[config.mk]
export PLATFORM = sky130hd
export DESIGN_NAME = hcbp_ram
export DESIGN_NICKNAME = d
export VERILOG_FILES = /design/src/hdl/hcbp_ram.sv
export SDC_FILE = /design/constraint.sdc
export NUM_CORES = 1
export LEC_CHECK = 0
export CORE_MARGIN = 8
export CORE_UTILIZATION = 40
export CTS_BUF_LIST = sky130_fd_sc_hd__clkbuf_4 sky130_fd_sc_hd__clkbuf_8
export CTS_CLUSTER_SIZE = 28
export DETAILED_ROUTE_END_ITERATION = 16
export DONT_BUFFER_PORTS = 1
export PLACE_DENSITY = 0.66
export SLEW_MARGIN = 20
export SYNTH_ARGS = -nofsm -noshare
export SYNTH_HDL_FRONTEND = slang
export SYNTH_SLANG_ARGS = --single-unit
[constraint.sdc]
create_clock -name clk -period 2.2 [get_ports clk]
set_clock_uncertainty 0.15 [all_clocks]
set_input_delay 0.44 -clock clk [delete_from_list [all_inputs] [get_ports clk]]
set_output_delay 0.44 -clock clk [all_outputs]
set_load 0.02 [all_outputs]
[src/hdl/hcbp_ram.sv]
// ----------------------------------------------------------------------------
// hcbp_ram: generic simple dual-port RAM
// One write port, one read port with registered read data.
// ----------------------------------------------------------------------------
`default_nettype none

module hcbp_ram #(
	parameter int WIDTH = 8,
	parameter int DEPTH = 16
) (
	input  wire logic                     clk,
	input  wire logic                     we,
	input  wire logic [$clog2(DEPTH)-1:0] waddr,
	input  wire logic [WIDTH-1:0]         wdata,
	input  wire logic                     re,
	input  wire logic [$clog2(DEPTH)-1:0] raddr,
	output      logic [WIDTH-1:0]         rdata
);

	logic [WIDTH-1:0] mem_q [DEPTH];

	// Write one word, register the read word
	always_ff @(posedge clk) begin
		if (we) begin
			mem_q[waddr] <= wdata;
		end
		if (re) begin
			rdata <= mem_q[raddr];
		end
	end

endmodule

`default_nettype wire

==> Flow_metrics.wiki <==
{| class="wikitable"
! Metric !! Value
|-
| Largest net degree at the start of global routing || 33
|-
| Maximum vdd ir drop || 0.4112 mV
|-
| Worst slew margin || 56.37%
|-
| Cell Int Power || 4.367 mW
|-
| First-pass GRT wire length || 14860 µm
|-
| Starting Density || 41.26%
|-
| Initial detailed-routing violation count || 310
|-
| Critical path arrival || 1760 ps
|-
| Switching share of power || 19.20%
|-
| Launch point of the worst hold path || waddr[0]
|-
| Antenna violations before repair || 0
|-
| Top fanout value on the critical path || 1
|-
| Hold depth || 2
|-
| Root cell of the clock tree || sky130_fd_sc_hd__clkbuf_8
|-
| Achievable frequency || 0.5747 GHz
|-
| Slowest stage cell on the critical path || sky130_fd_sc_hd__mux4_1
|-
| DIE AREA || 16980 µm²
|-
| Layout cell share with drive strength beyond 1 || 24.19%
|-
| Total power || 5.405 mW
|-
| Average cell area after synthesis || 22.83 µm²
|-
| Total wire length || 9847 µm
|-
| Gr usage total || 12.78%
|-
| Transition time of the tightest slew-check pin || 652.3 ps
|-
| Residual overflow from global routing || 0
|-
| Reg2reg end || rdata[0]
|-
| Required time of the critical path || 2220 ps
|-
| Power density over cell area || 897.8 nW/µm²
|-
| Most frequent cells in the layout || 136 x sky130_fd_sc_hd__edfxtp_1, 18 x sky130_fd_sc_hd__mux4_2, 17 x sky130_fd_sc_hd__clkbuf_8, 17 x sky130_fd_sc_hd__buf_4, 16 x sky130_fd_sc_hd__a22oi_1
|-
| Post-synth cell types || 18
|-
| Filler instances || 1029
|-
| CP startpoint kind || flip-flop
|-
| Destination of the worst hold path || mem_q[0][7]
|-
| # rows || 41
|-
| Mapped Cells || 229
|-
| Reg2reg path depth || 3
|-
| Leading cell type in the layout, fill and taps excluded || sky130_fd_sc_hd__edfxtp_1
|-
| Leakage power || 1.954 nW
|-
| Vias per Instance || 5.185
|-
| Worst setup slack for register-to-register paths || 460 ps
|-
| Capturing element type of the critical path || flip-flop
|-
| Area share of the largest cell type after synthesis || 78.12%
|-
| Bufs on Longest Clock Path || 2
|-
| Sequential element share of the synthesized area || 78.12%
|-
| Part of the power in registers || 54.6%
|-
| Clk slew on worst S/H paths || 80 ps
|-
| Run status || complete, no violations
|-
| Post-route clock period utilization || 79.09%
|-
| Largest cells by area after synthesis || sky130_fd_sc_hd__edfxtp_1 78%, sky130_fd_sc_hd__mux4_2 7.8%, sky130_fd_sc_hd__mux4_1 7.0%
|-
| Diodes inserted || 0
|-
| DRT antenna net count || 0
|-
| Number of iterations in the first detailed-routing pass || 4
|-
| Number of design rule violations left after detail routing || 0
|-
| CTS resizes || 0
|-
| Max Cap Viol || 0
|-
| Worst Hold Margin || 237.6 ps
|-
| Net count reported at finish || 283
|-
| Number of hold violations in the final report || 0
|-
| Number of H-tree levels || 4
|-
| Clock power share || 41.6%
|-
| IO Count || 27
|-
| Shortest clock period the worst path allows after layout || 1740 ps
|-
| TritonCTS clock tree || done
|-
| Count of final max-slew check failures || 0
|-
| Cell area after synthesis || 5228 µm²
|-
| Share of power burned in combinational logic || 3.8%
|-
| Clock Latency Late Sink || 420 ps
|-
| DIE WIDTH || 130.3 µm
|-
| DP Wirelength || 6133 µm
|-
| Warnings, synthesis || 0
|-
| Number of port buffers || 0
|-
| Net Count, Synth || 248
|-
| Wire length per cell after detailed routing || 21.93 µm
|-
| Area of the core || 12670 µm²
|-
| Final setup vio count || 0
|-
| Area added between synthesis and finish || 15.17%
|-
| Delay of the slowest cell on the worst path || 510 ps
|-
| Critical Setup Path Class || flip-flop to flip-flop
|-
| RSZ-0062 raised after global routing || no
|-
| Beginning of the worst register-to-register path || mem_q[0][0]
|-
| List of cells traversed by the critical path || mux4_1 > a22oi_1 > nand2_1
|-
| Leading area contributor after synthesis || sky130_fd_sc_hd__edfxtp_1
|-
| Count of state elements after synthesis || 136
|-
| Die outline height || 130.3 µm
|-
| Placer's final routability congestion estimate || 0.7304
|-
| Final total negative setup slack || 0 ps
|-
| Sinks on Clock Net || 136
|-
| Vias in the first global route || 2390
|-
| Vias after detailed routing || 2328
|-
| Net switching power of the design || 1.038 mW
|-
| Hold Path Class || input port to flip-flop
|-
| Clock buffer count from CTS || 17
|}
[cell usage after synthesis (all sizes together)]
cell type / number
nand2b: 2
nand3: 1
or3b: 1
and2: 1
mux4: 32
buf: 7
nor2: 13
and2b: 1
edfxtp: 136
a22oi: 16
clkdlybuf4s25: 3
nand3b: 2
nand2: 9
nor3: 4
nor2b: 1
[critical path, delay by kind of cell (launching register included)]
family	cells	cell delay, ps
compound gates	1	330
mux	1	510
simple gates	1	110
flops	1	390
[power by group through the flow]
stage | Clock, mW | Combinational, mW | Sequential [mW]
global placement | 0 | 0.158 | 3.01
floorplan | 0 | 0.147 | 3.00
CTS | 2.30 | 0.208 | 2.95
finish | 2.25 | 0.204 | 2.95
detailed placement | 0 | 0.159 | 3.01
global route | 2.41 | 0.222 | 2.96
[worst max-delay path by stage]
| stage | start | end | slack (ps) | cells past startpoint |
|---|---|---|---|---|
| final | mem_q[0][0] | rdata[0] | 460 | 3 |
| after floorplan | waddr[2] | mem_q[0][0] | 120 | 2 |
| after CTS | mem_q[0][0] | rdata[0] | 480 | 3 |
| after detailed placement | raddr[0] | rdata[3] | 400 | 3 |
| after global routing | mem_q[1][0] | rdata[0] | 440 | 3 |
| after global placement | raddr[0] | rdata[0] | 380 | 3 |
[routing by layer]
metal,part of all wire [%],vias to the layer above,track usage (%)
li1,-,1049,-
met1,44,1211,16.11
met2,49,61,20.35
met3,5.8,7,3.998
met4,0.92,0,4.713
met5,0,-,0
[registers in the layout (all words and copies together) (netlist names)]
| signal | count |
|---|---|
| mem_q | 128 |
| rdata | 8 |
[cell families (layout without fill, tap and decap cells)]
kind of cell           count (synthesis)  after routing  synth area share, %
DFF                                  136            136                78.12
and+or+nand+nor                       35             35                3.136
AOI/OAI and AO/OA                     16             16                2.298
buffers and inverters                 10             58                1.651
muxes                                 32             32                14.79
[repair_timing]
action | 4_1_cts | 5_1_grt
hold endpoints to repair | 136 | 0
endpoints found under the setup margin | 0 | 0
buffers inserted | 0 | 0
hold buffers | 9 | 0
[cell type report]
| cell class | instances | area (µm²) | share of cell area (%) |
|---|---|---|---|
| Clock buffer | 18 | 241.5 | 4.011 |
| Clock inverter | 14 | 205.2 | 3.408 |
| Multi-Input combinational cell | 83 | 1057 | 17.56 |
| Sequential cell | 136 | 4084 | 67.83 |
| Tap cell | 172 | 215.2 | 3.574 |
| Timing Repair Buffer | 26 | 217.7 | 3.616 |
[through the flow]
stage / cell area [µm²] / std cells / setup WS, ps / utilization, %
after floorplan: 5228 / 229 / 117.1 / -
after global placement: 5484 / 408 / 380.2 / 43.28
after detailed placement: 5484 / 408 / 395.5 / 43.28
after CTS: 6021 / 449 / 482.8 / 47.52
after global routing: 6021 / 449 / 437.6 / 47.52
final: 6021 / 449 / 460.0 / 47.52
Note: power is estimated with default switching activity, not from simulation.
